===== config.mk =====
export PLATFORM = sky130hd
export DESIGN_NAME = wss_cell
export DESIGN_NICKNAME = d
export VERILOG_FILES = /design/src/rtl/core/assert_macros.svh /design/src/rtl/core/wss_pkg.sv /design/src/rtl/core/wss_cell.sv
export SDC_FILE = /design/constraint.sdc
export NUM_CORES = 1
export LEC_CHECK = 0
export BUFFER_PORTS_ARGS = -buffer_cell sky130_fd_sc_hd__buf_2
export CELL_PAD_IN_SITES_DETAIL_PLACEMENT = 0
export CELL_PAD_IN_SITES_GLOBAL_PLACEMENT = 1
export CORE_UTILIZATION = 24
export CTS_BUF_LIST = sky130_fd_sc_hd__clkbuf_8
export CTS_CLUSTER_DIAMETER = 60
export DETAILED_ROUTE_END_ITERATION = 12
export PLACE_DENSITY_LB_ADDON = 0.15
export SLEW_MARGIN = 20
export SYNTH_ARGS = -nofsm -noshare
export SYNTH_HDL_FRONTEND = slang
export SYNTH_SLANG_ARGS = --single-unit

===== constraint.sdc =====
create_clock -name clk_i -period 1.4 [get_ports clk_i]
set_clock_uncertainty 0.2 [all_clocks]
set_input_delay 0.07 -clock clk_i [delete_from_list [all_inputs] [get_ports clk_i]]
set_output_delay 0.07 -clock clk_i [all_outputs]
set_load 0.02 [all_outputs]

===== src/rtl/core/assert_macros.svh =====
// assertion macros shared by the scanner rtl
// no dependencies; expects clk_i and rst_ni in the including scope
`ifndef ASSERT_MACROS_SVH
`define ASSERT_MACROS_SVH
`ifndef SYNTHESIS
`define ASSERT_PROP(lbl, prop, msg) \
  lbl: assert property (@(posedge clk_i) disable iff (!rst_ni) prop) else $error(msg);
`define ASSERT_NEVER(lbl, cond, msg) \
  lbl: assert property (@(posedge clk_i) disable iff (!rst_ni) !(cond)) else $error(msg);
`else
`define ASSERT_PROP(lbl, prop, msg)
`define ASSERT_NEVER(lbl, cond, msg)
`endif
`endif


===== src/rtl/core/wss_pkg.sv =====
// wss_pkg: types, register indexes and limits of the signature scanner
// no dependencies
`default_nettype none
package wss_pkg;

  localparam int unsigned PatternMax = 32;
  localparam int unsigned OffsetMax  = 28;
  localparam int unsigned WordBytes  = 4;
  localparam int unsigned AddrW      = 48;
  localparam int unsigned CfgIdxW    = 4;
  localparam int unsigned CfgDataW   = 64;

  // configuration register indexes
  localparam logic [CfgIdxW-1:0] RegPattern0 = 4'd0;
  localparam logic [CfgIdxW-1:0] RegPattern1 = 4'd1;
  localparam logic [CfgIdxW-1:0] RegPattern2 = 4'd2;
  localparam logic [CfgIdxW-1:0] RegPattern3 = 4'd3;
  localparam logic [CfgIdxW-1:0] RegMask     = 4'd4;
  localparam logic [CfgIdxW-1:0] RegLength   = 4'd5;
  localparam logic [CfgIdxW-1:0] RegOffset   = 4'd6;
  localparam logic [CfgIdxW-1:0] RegOpcodes  = 4'd7;

  typedef struct packed {
    logic [7:0]       data_byte;
    logic [AddrW-1:0] byte_address;
    logic             last_byte;
  } in_item_t;

  typedef struct packed {
    logic             found;
    logic [AddrW-1:0] patch_address;
    logic [31:0]      instruction_word;
  } out_item_t;

  typedef struct packed {
    logic [CfgIdxW-1:0]  index;
    logic [CfgDataW-1:0] data;
  } cfg_wr_t;

  // per-cell compare and word select controls
  typedef struct packed {
    logic [7:0]           expected;
    logic                 care;
    logic [WordBytes-1:0] word_sel;
  } cell_ctl_t;

  // scan-wide values derived from the registers
  typedef struct packed {
    logic [5:0]       span;
    logic [AddrW-1:0] addr_delta;
    logic [7:0]       opcode_lo;
    logic [7:0]       opcode_hi;
  } scan_cfg_t;

endpackage
`default_nettype wire


===== src/rtl/core/wss_cell.sv =====
// wss_cell: one byte of the sliding window with its pattern compare
// depends on wss_pkg
`default_nettype none
module wss_cell import wss_pkg::*; (
  input  logic        clk_i,
  input  logic        rst_ni,
  input  logic        shift_i,
  input  logic [7:0]  byte_i,
  input  cell_ctl_t   ctl_i,
  output logic [7:0]  byte_o,
  output logic        match_o,
  output logic [31:0] word_part_o
);

  logic [7:0] byte_q;

  // window byte, moves one age older per accepted transaction
  always_ff @(posedge clk_i or negedge rst_ni) begin
    if (!rst_ni) begin
      byte_q <= '0;
    end else if (shift_i) begin
      byte_q <= byte_i;
    end
  end

  assign byte_o  = byte_q;
  assign match_o = !ctl_i.care || (byte_q == ctl_i.expected);

  // place the byte into its lane of the instruction word
  always_comb begin
    word_part_o = '0;
    for (int b = 0; b < WordBytes; b++) begin
      if (ctl_i.word_sel[b]) begin
        word_part_o[8*b +: 8] = byte_q;
      end
    end
  end

endmodule
`default_nettype wire


Yosys cells after proc, flatten, opt, wreduce, memory -nomap -nowiden
Cells that the tools add are included.
Storage, ports and cells
  flip-flop bits (word level): 8
Cells by class
  reductions and logical operators: 2
  equal/unequal tests: 1
  multiplexer cells: 4
Operators with widths (count)
  2-to-1 mux 8 bit: 4
  == test 8 bit: 1
  zero test 1 bit: 1
  logical OR 1 bit: 1

Logic depth before layout (Yosys ltp)
Gate-level depths: netlist of the first run.
  word-level depth: 2
  mapped depth: 3
  gate-level depth less buffers: 3

Worst setup path after synthesis of the first run
OpenSTA, ideal clock, no wires.
  path kind: reg-to-output
  from: reg byte_q[5], in the netlist byte_o[5]
  to: out match_o
  arrival time: 1100 ps
  stages on the path, launching flop included: 4
  slack: 30 ps
  path buffers: 0
  cells stage by stage: dfrtp_1 xnor2_1 nand4_1 o21ai_1
On the way
  cells in the longest elaborated chain, start to end: 2
Ends and longest elaborated chain
  start, declared: line wss_cell.sv:15  | logic [7:0] byte_q;
  start signal, assigned: line wss_cell.sv:22  | byte_q <= byte_i;
  == test 8 bit: line wss_cell.sv:27  | assign match_o = !ctl_i.care || (byte_q == ctl_i.expected);
  logical OR 1 bit: line wss_cell.sv:27
  end, declared: line wss_cell.sv:11  | output logic match_o,
Every way passes these cells.

Worst setup path in the final report of the first run
  from: reg byte_q[3], in the netlist byte_o[3]
  to: out match_o
Same word-level chain as after synthesis.

==> results of run 1 <==
## final timing paths
check / end / depth (start not counted) / slack (ns) / startpoint
max: match_o / 4 / -0.02 / byte_o[3]
min: byte_o[3] / 2 / 0.01 / rst_ni
max reg2reg: byte_o[6] / 2 / 0.29 / byte_o[6]
min reg2reg: byte_o[5] / 2 / 0.46 / byte_o[5]
max in group asynchronous: byte_o[5] / 2 / 0.83 / rst_ni
min in group clk_i: byte_o[3] / 2 / 0.05 / shift_i
## worst register-to-register path, delay by kind of cell (launching register included)
family | cells | cell delay [ns]
mux | 1 | 0.25
buf+inv | 1 | 0.16
flops | 1 | 0.39
## power by group through the flow
| stage | clock network [uW] | logic (uW) | registers (uW) |
|---|---|---|---|
| 2_1_floorplan | 0 | 210 | 318 |
| 3_3_place_gp | 0 | 433 | 278 |
| 3_5_place_dp | 0 | 433 | 278 |
| 4_1_cts | 264 | 461 | 273 |
| 5_1_grt | 276 | 493 | 275 |
| 6_report | 261 | 454 | 272 |
## cells in the final DEF (no fill, tap or decap)
| cell type | Yosys | routed |
|---|---|---|
| mux2_2 | 8 | 8 |
| nand4_1 | 2 | 2 |
| buf_2 | 0 | 63 |
| dlygate4sd3_1 | 0 | 9 |
| and2_1 | 28 | 28 |
| dfrtp_1 | 8 | 8 |
| and2_2 | 4 | 4 |
| o21ai_1 | 1 | 1 |
| xnor2_1 | 8 | 8 |
| clkbuf_8 | 0 | 3 |
| buf_4 | 0 | 9 |
## per-stage QoR
stage               worst slack, ns  cell area, um2
CTS                        -0.03276            1132
finish                     -0.02178            1132
global placement             0.1484           991.0
detailed placement           0.1363           991.0
floorplan                   0.03050           594.3
global route                -0.1227            1132
## cell type report
cell class | count | area [um2]
repair buffers | 81 | 473.0
multi-input cells | 51 | 382.9
clock buffers | 3 | 41.29
fillers | 229 | 1144
flip-flops and latches | 8 | 200.2
well taps | 28 | 35.03
## per-layer routing
layer / share of wire / vias up / wire [um] / track usage
met5: 0 / - / 0 / 0
met4: 0 / 0 / 0 / 0.04054
met3: 0.088 / 0 / 156 / 0.01754
met2: 0.44 / 35 / 781 / 0.2056
met1: 0.47 / 280 / 843 / 0.2043
li1: - / 359 / - / -
## kinds of logic after synthesis
kind of cell / after synthesis / synth area share
flip-flops: 8 / 0.3368
AND/OR/NAND/NOR: 34 / 0.3663
multiplexers: 8 / 0.1516
buffers and inverters: 1 / 0.01895
AO/OA/AOI/OAI: 1 / 0.008413
XOR/XNOR: 8 / 0.1179
## what timing repair did
item / 4_1_cts / 5_1_grt
gates resized for setup: 1 / 0
pin swaps: 3 / 1
hold buffers: 9 / 0
endpoints found under the setup margin: 1 / 1
buffers inserted: 1 / 0
endpoints found under the hold margin: 16 / 0
==> flow_metrics.env, run 1 <==
export IMPL_post_route_util=0.4975
export IMPL_largest_reg_flops=8
export IMPL_rows=17
export IMPL_power_uw=987.4
export IMPL_synth_area_per_cell_um2=9.905
export IMPL_dp_cells=158
export IMPL_violations="setup timing"
export IMPL_clkPwrFrac=0.264
export IMPL_initial_utilization=0.2611
export IMPL_max_stage_delay_ns=0.39
export IMPL_fin_crit_ns=1.422
export IMPL_hold_path_class="input pin to async pin"
export IMPL_antennaDiodeCount=0
export IMPL_p_sw_uw=335.1
export IMPL_synth_cells=60
export IMPL_drive_gt1_frac=0.6084
export IMPL_critPathBufInv=1
export IMPL_antenna_left=0
export IMPL_ys_flop_type="dfrtp_1"
export IMPL_crit_slowest_cell="dfrtp_1"
export IMPL_clock_sink_count=8
export IMPL_cp_end_kind="primary output"
export IMPL_clk_latency_ns=0.22
export IMPL_drc=0
export IMPL_slew_headroom=0.8784
export IMPL_fin_nets=169
export IMPL_grt_max_degree=9
export IMPL_whs_ns=0.01290
export IMPL_place_hpwl_mm=1.482
export IMPL_ys_ff_latch=8
export IMPL_clk_pin_slew_ns=0.04
export IMPL_cts_made_buffers=3
export IMPL_path_cells="xnor2_1 -> nand4_1 -> o21ai_1 -> buf_4"
export IMPL_wire_per_inst_um=10.42
export IMPL_yosysUniqueCellTypes=8
export IMPL_drv_cap=0
export IMPL_fmax_mhz=703.3
export IMPL_die_x_um=51.76
export IMPL_die_h_um=51.76
export IMPL_synth_area_um2=594.3
export IMPL_internal_power_uw=652.4
export IMPL_synthArstFlopShare=1.000
export IMPL_finalSetupTns_ns=-0.02178
export IMPL_wirelength_mm=1.781
export IMPL_drt_iter0_markers=2
export IMPL_gp_congestion=0.6511
export IMPL_core_area_um2=2276
export IMPL_synthMostInstantiatedCell="and2_1"
export IMPL_critPathLaunchType="register"
export IMPL_leakage_uw=0.0006092
export IMPL_post_route_period_util=1.016
export IMPL_io_pins=65
export IMPL_grt_pass1_wl_mm=2.794
export IMPL_synth_area_leaders="dfrtp_1 34%, and2_1 29%, mux2_2 15%, xnor2_1 12%, and2_2 5.1%"
export IMPL_die_area_um2=2679
export IMPL_hold_violations=0
export IMPL_clockBufferDepth=2
export IMPL_p_comb_frac=0.460
export IMPL_critPathRequiredTime_ns=1.13
export IMPL_vias=674
export IMPL_outcome="finished, violations left"
export IMPL_final_max_slew_violation_count=0
export IMPL_overflow=0
export IMPL_grtUsageTotal=0.1378
export IMPL_worst_pin_slew_ns=0.1823
export IMPL_netlist_top_cell_by_area="dfrtp_1"
export IMPL_antenna_found_initial=0
export IMPL_drt_first_pass_iters=4
export IMPL_cts_tree="done"
export IMPL_h_tree_depth=1
export IMPL_cellPowerDensity_nw_per_um2=872.0
export IMPL_path_delay_family="flip-flops"
export IMPL_setup_viol=1
export IMPL_root_buffer="clkbuf_8"
export IMPL_portBuffers=64
export IMPL_rsz0062_at_grt="yes"
export IMPL_grt_pass1_vias=610
export IMPL_yosysWarnings=0
export IMPL_switching_share=0.3393
export IMPL_worstPathMaxFanout=2
export IMPL_area_delta_synth_final_pct=90.53
export IMPL_synth_edff_count=0
export IMPL_syn_num_nets=84
export IMPL_layout_setup_ws_ns=-0.02178
export IMPL_vias_per_cell=3.942
export IMPL_critical_path_class="register to primary output"
export IMPL_seq_area_frac_synth=0.3368
export IMPL_yosysTopAreaCellShare=0.3368
export IMPL_ir_worst_vdd_uv=624.2
export IMPL_final_cells=171
export IMPL_seqPwrFrac=0.276
export IMPL_synth_common_cells="28 x and2_1, 8 x dfrtp_1, 8 x mux2_2, 8 x xnor2_1, 4 x and2_2"
export IMPL_worstPathArrival_ns=1.15
No activity file was read; power rests on OpenSTA's default activity.
==> inputs of run 2 (changes only) <==
--- a/config.mk
+++ b/config.mk
@@ -12,7 +12,7 @@
 export CTS_BUF_LIST = sky130_fd_sc_hd__clkbuf_8
 export CTS_CLUSTER_DIAMETER = 60
 export DETAILED_ROUTE_END_ITERATION = 12
-export PLACE_DENSITY_LB_ADDON = 0.15
+export PLACE_DENSITY = 0.87
 export SLEW_MARGIN = 20
 export SYNTH_ARGS = -nofsm -noshare
 export SYNTH_HDL_FRONTEND = slang
==> run 2 against run 1 <==
Against the previous run:
- the flow still finishes with violations (setup timing)
- first-iteration DRC count is 50% higher
- clock power barely moved
- critical path depth unchanged
- highest routed layer unchanged
- hold slack improved by 0.0045 ns
- sequential share of layout area unchanged
- die area unchanged
- non-clock buffer count stayed put
- largest cell class unchanged
- final cell count did not move
==> flow_metrics.env, run 2 (synthesis gave the netlist of run 1 again) <==
export IMPL_post_route_util=0.4975
export IMPL_fin_nets=169
export IMPL_layout_setup_ws_ns=-0.01164
export IMPL_vias_per_cell=4.269
export IMPL_crit_slowest_cell="dfrtp_1"
export IMPL_place_area_um2=983.4
export IMPL_antenna_left=0
export IMPL_clock_sink_count=8
export IMPL_p_comb_frac=0.461
export IMPL_ir_worst_vdd_uv=428.3
export IMPL_rsz0062_at_grt="yes"
export IMPL_drt_first_pass_iters=3
export IMPL_wirelength_mm=1.954
export IMPL_cellPowerDensity_nw_per_um2=879.2
export IMPL_root_buffer="clkbuf_8"
export IMPL_clockBufferDepth=2
export IMPL_h_tree_depth=1
export IMPL_grtUsageTotal=0.1461
export IMPL_worstPathMaxFanout=2
export IMPL_critPathRequiredTime_ns=1.13
export IMPL_fmax_mhz=708.4
export IMPL_setup_viol=1
export IMPL_core_area_um2=2276
export IMPL_overflow=0
export IMPL_slew_headroom=0.8690
export IMPL_final_cells=171
export IMPL_switching_share=0.3445
export IMPL_critical_path_class="register to primary output"
export IMPL_hold_violations=0
export IMPL_drive_gt1_frac=0.6084
export IMPL_fillers=228
export IMPL_largest_reg_flops=8
export IMPL_r2r_slack_ns=0.28
export IMPL_cts_made_buffers=3
export IMPL_final_max_slew_violation_count=0
export IMPL_critPathLaunchType="register"
export IMPL_clk_pin_slew_ns=0.04
export IMPL_internal_power_uw=652.6
export IMPL_final_common_cell="buf_2"
export IMPL_outcome="finished, violations left"
export IMPL_path_cells="xnor2_1 -> nand4_1 -> o21ai_1 -> buf_4"
export IMPL_drc=0
export IMPL_leakage_uw=0.0006092
export IMPL_grt_pass1_vias=596
export IMPL_max_stage_delay_ns=0.39
export IMPL_p_sw_uw=343.0
export IMPL_worstPathArrival_ns=1.14
export IMPL_grt_max_degree=9
export IMPL_clkPwrFrac=0.264
export IMPL_die_x_um=51.76
export IMPL_portBuffers=64
export IMPL_layout_common_cells="63 x buf_2, 28 x and2_1, 9 x dlygate4sd3_1, 9 x buf_4"
export IMPL_area_delta_synth_final_pct=90.53
export IMPL_io_pins=65
export IMPL_violations="setup timing"
export IMPL_antennaDiodeCount=0
export IMPL_gp_congestion=0.7829
export IMPL_clk_latency_ns=0.22
export IMPL_wire_per_inst_um=11.43
export IMPL_rows=17
export IMPL_grt_pass1_wl_mm=2.884
export IMPL_hold_path_class="input pin to async pin"
export IMPL_dp_cells=157
export IMPL_post_route_period_util=1.008
export IMPL_antenna_found_initial=0
export IMPL_drv_cap=0
export IMPL_die_area_um2=2679
export IMPL_fin_crit_ns=1.412
export IMPL_vias=730
export IMPL_worst_pin_slew_ns=0.1965
export IMPL_stdcell_area_um2=1132
export IMPL_place_hpwl_mm=1.640
export IMPL_seqPwrFrac=0.274
export IMPL_die_h_um=51.76
export IMPL_drt_iter0_markers=3
export IMPL_cts_tree="done"
export IMPL_cp_end_kind="primary output"
export IMPL_power_uw=995.5
export IMPL_initial_utilization=0.2611
-- run 2: cell counts in the layout (fill, tap and decap cells not counted) --
Identical to the previous run, type by type.
-- run 2: area by class of cell --
type	instances	area, um2	area share
repair buffers	81	473.0	0.4177
multi-input cells	51	382.9	0.3381
flip-flops and latches	8	200.2	0.1768
clock buffers	3	41.29	0.03646
well taps	28	35.03	0.03094
-- run 2: repair_timing --
item                                   4_1_cts  5_1_grt
pin swaps                                    9        0
resized for setup                            1        0
setup buffers                                2        0
setup endpoints to repair                    1        1
cloned                                       0        0
hold buffers                                 9        0
endpoints found under the hold margin       16        0
-- run 2: worst max-delay path: cells and delay by family, from the launching register on --
family                    cells  cell delay (ns)
and+or+nand+nor               1             0.10
AOI/OAI and AO/OA             1             0.14
buffers and inverters         1             0.15
DFF                           1             0.39
xor gates and xnor gates      1             0.14
-- run 2: path summary, 6_finish.rpt --
check / end / cells past startpoint / start
max: match_o / 4 / byte_o[1]
min: byte_o[3] / 2 / rst_ni
max reg2reg: byte_o[1] / 2 / byte_o[1]
min reg2reg: byte_o[2] / 2 / byte_o[2]
max in group asynchronous: byte_o[5] / 2 / rst_ni
min in group clk_i: byte_o[1] / 2 / shift_i
-- run 2: stage by stage --
| stage | setup WS [ns] | TNS [ns] | hold slack (ns) |
|---|---|---|---|
| after global routing | -0.1007 | -0.1007 | 0.01956 |
| after CTS | -0.03023 | -0.03023 | 0.01713 |
| final | -0.01164 | -0.01164 | 0.01737 |
| after detailed placement | 0.1384 | 0 | -0.2807 |
| after floorplan | 0.03050 | 0 | -0.4256 |
| after global placement | 0.1553 | 0 | -0.2868 |
-- run 2: power groups by stage --
stage,Sequential [uW],Clock (uW),Combinational (uW)
after global routing,276,291,497
after detailed placement,282,0,430
after floorplan,318,0,210
after global placement,278,0,428
after CTS,274,271,465
final,273,263,459
-- run 2: routing by layer --
layer,wire length [um],GRT usage
met1,899,0.1907
met2,868,0.2338
met3,185,0.03216
met4,0,0.05405
met5,0,0
==> inputs of run 3 (changes only) <==
--- a/config.mk
+++ b/config.mk
@@ -5,7 +5,7 @@
 export SDC_FILE = /design/constraint.sdc
 export NUM_CORES = 1
 export LEC_CHECK = 0
-export BUFFER_PORTS_ARGS = -buffer_cell sky130_fd_sc_hd__buf_2
+export BUFFER_PORTS_ARGS = -buffer_cell sky130_fd_sc_hd__clkbuf_2
 export CELL_PAD_IN_SITES_DETAIL_PLACEMENT = 0
 export CELL_PAD_IN_SITES_GLOBAL_PLACEMENT = 1
 export CORE_UTILIZATION = 24
==> run 3 against run 2 <==
Against the previous run:
- the flow still finishes with violations (setup timing)
- critical path type unchanged
- cell area rose by 0.99%
- critical path depth did not move
- final cell count did not move
- clock power increased by 3%
- flip-flop and latch count unchanged
- critical endpoint unchanged
- count of clock-buffer cells in the layout is the same
==> flow_metrics.env, run 3 (synthesis gave the netlist of run 1 again) <==
export IMPL_highest_layer="met4"
export IMPL_leakage_uw=0.0006114
export IMPL_critPathRequiredTime_ns=1.13
export IMPL_fin_nets=169
export IMPL_fillers=221
export IMPL_crit_start="byte_o[6]"
export IMPL_crit_reg2reg_launch="byte_o[6]"
export IMPL_core_area_um2=2276
export IMPL_cp_end_kind="primary output"
export IMPL_dp_cells=159
export IMPL_die_x_um=51.76
export IMPL_drive_gt1_frac=0.6154
export IMPL_ir_worst_vdd_uv=399.4
export IMPL_post_route_period_util=1.010
export IMPL_overflow=0
export IMPL_whs_ns=0.01923
export IMPL_grt_pass1_wl_mm=2.870
export IMPL_largest_reg_flops=8
export IMPL_outcome="finished, violations left"
export IMPL_power_uw=1011
export IMPL_grt_max_degree=9
export IMPL_fin_crit_ns=1.413
export IMPL_rows=17
export IMPL_final_max_slew_violation_count=0
export IMPL_grtUsageTotal=0.1530
export IMPL_met1_length_um=752
export IMPL_die_h_um=51.76
export IMPL_antenna_found_initial=0
export IMPL_place_worst_setup_slack_ns=0.1392
export IMPL_violations="setup timing"
export IMPL_clk_pin_slew_ns=0.04
export IMPL_final_cells=171
export IMPL_drt_first_pass_iters=2
export IMPL_worstPathMaxFanout=2
export IMPL_final_common_cell="clkbuf_2"
export IMPL_critical_path_class="register to primary output"
export IMPL_grt_pass1_vias=648
export IMPL_layout_setup_ws_ns=-0.01331
export IMPL_drc=0
export IMPL_worst_pin_slew_ns=0.2013
export IMPL_r2r_slack_ns=0.27
export IMPL_cts_tree="done"
export IMPL_slew_headroom=0.8658
export IMPL_antenna_left=0
export IMPL_root_buffer="clkbuf_8"
export IMPL_setup_viol=1
export IMPL_wire_per_inst_um=11.18
export IMPL_vias=740
export IMPL_gp_congestion=0.7683
export IMPL_clockBufferDepth=2
export IMPL_clock_sink_count=8
export IMPL_dr_wl_met3_um=236
export IMPL_die_area_um2=2679
export IMPL_vias_per_cell=4.327
export IMPL_area_delta_synth_final_pct=92.42
export IMPL_hold_violations=0
export IMPL_finalSetupTns_ns=-0.01331
export IMPL_drt_iter0_markers=3
export IMPL_io_pins=65
export IMPL_place_hpwl_mm=1.621
export IMPL_initial_utilization=0.2611
export IMPL_cts_made_buffers=3
export IMPL_h_tree_depth=1
export IMPL_critPathLaunchType="register"
export IMPL_rsz0062_at_grt="yes"
export IMPL_antennaDiodeCount=0
export IMPL_postCtsSetupRepairBufs=0
export IMPL_cellPowerDensity_nw_per_um2=884.1
export IMPL_portBuffers=64
export IMPL_fmax_mhz=707.6
export IMPL_worstPathArrival_ns=1.14
export IMPL_hold_path_class="input pin to async pin"
export IMPL_layout_common_cells="61 x clkbuf_2, 28 x and2_1, 9 x dlygate4sd3_1"
export IMPL_wirelength_mm=1.912
export IMPL_drv_cap=0
export IMPL_wl_met2_um=887
export IMPL_clk_latency_ns=0.23
run 3: worst max-delay path, cell delays in order (launching register included):
cell     delay, ns
dfrtp_1       0.41
xnor2_2       0.14
nand4_1       0.09
o21ai_1       0.12
buf_4         0.15
run 3: final timing paths:
| path | to | cells after the start |
|---|---|---|
| setup / recovery | match_o | 4 |
| hold / removal | byte_o[1] | 2 |
| setup reg to reg | byte_o[6] | 2 |
| hold reg to reg | byte_o[1] | 2 |
| max in group asynchronous | byte_o[5] | 2 |
| min in group clk_i | byte_o[1] | 2 |
run 3: repair_timing:
item,in CTS,in global routing
pin swaps,4,5
gates resized for setup,1,5
endpoints found under the hold margin,16,0
endpoints found under the setup margin,1,3
hold buffers,9,0
run 3: power by group:
part           total [uW]  switching (uW)  internal, uW
Sequential            273            17.5           256
Combinational         466             252           214
Clock                 272            85.9           186
run 3: routing by layer:
layer,GRT usage,up-vias
met1,0.1646,330
met2,0.2532,46
li1,-,361
met4,0.09009,0
met5,0,-
met3,0.05848,3
run 3: stage by stage:
step             util  area (um2)
2_1_floorplan       -       594.3
3_3_place_gp   0.4387       998.5
3_5_place_dp   0.4387       998.5
4_1_cts        0.4975        1132
5_1_grt        0.5025        1144
6_report       0.5025        1144
run 3: final cells by class:
cell class / instances / area, um2 / area share
multi-input combinational: 51 / 390.4 / 0.3414
sequential: 8 / 200.2 / 0.1751
clock buffer: 3 / 41.29 / 0.03610
timing repair buffer: 81 / 476.7 / 0.4168
tap: 28 / 35.03 / 0.03063
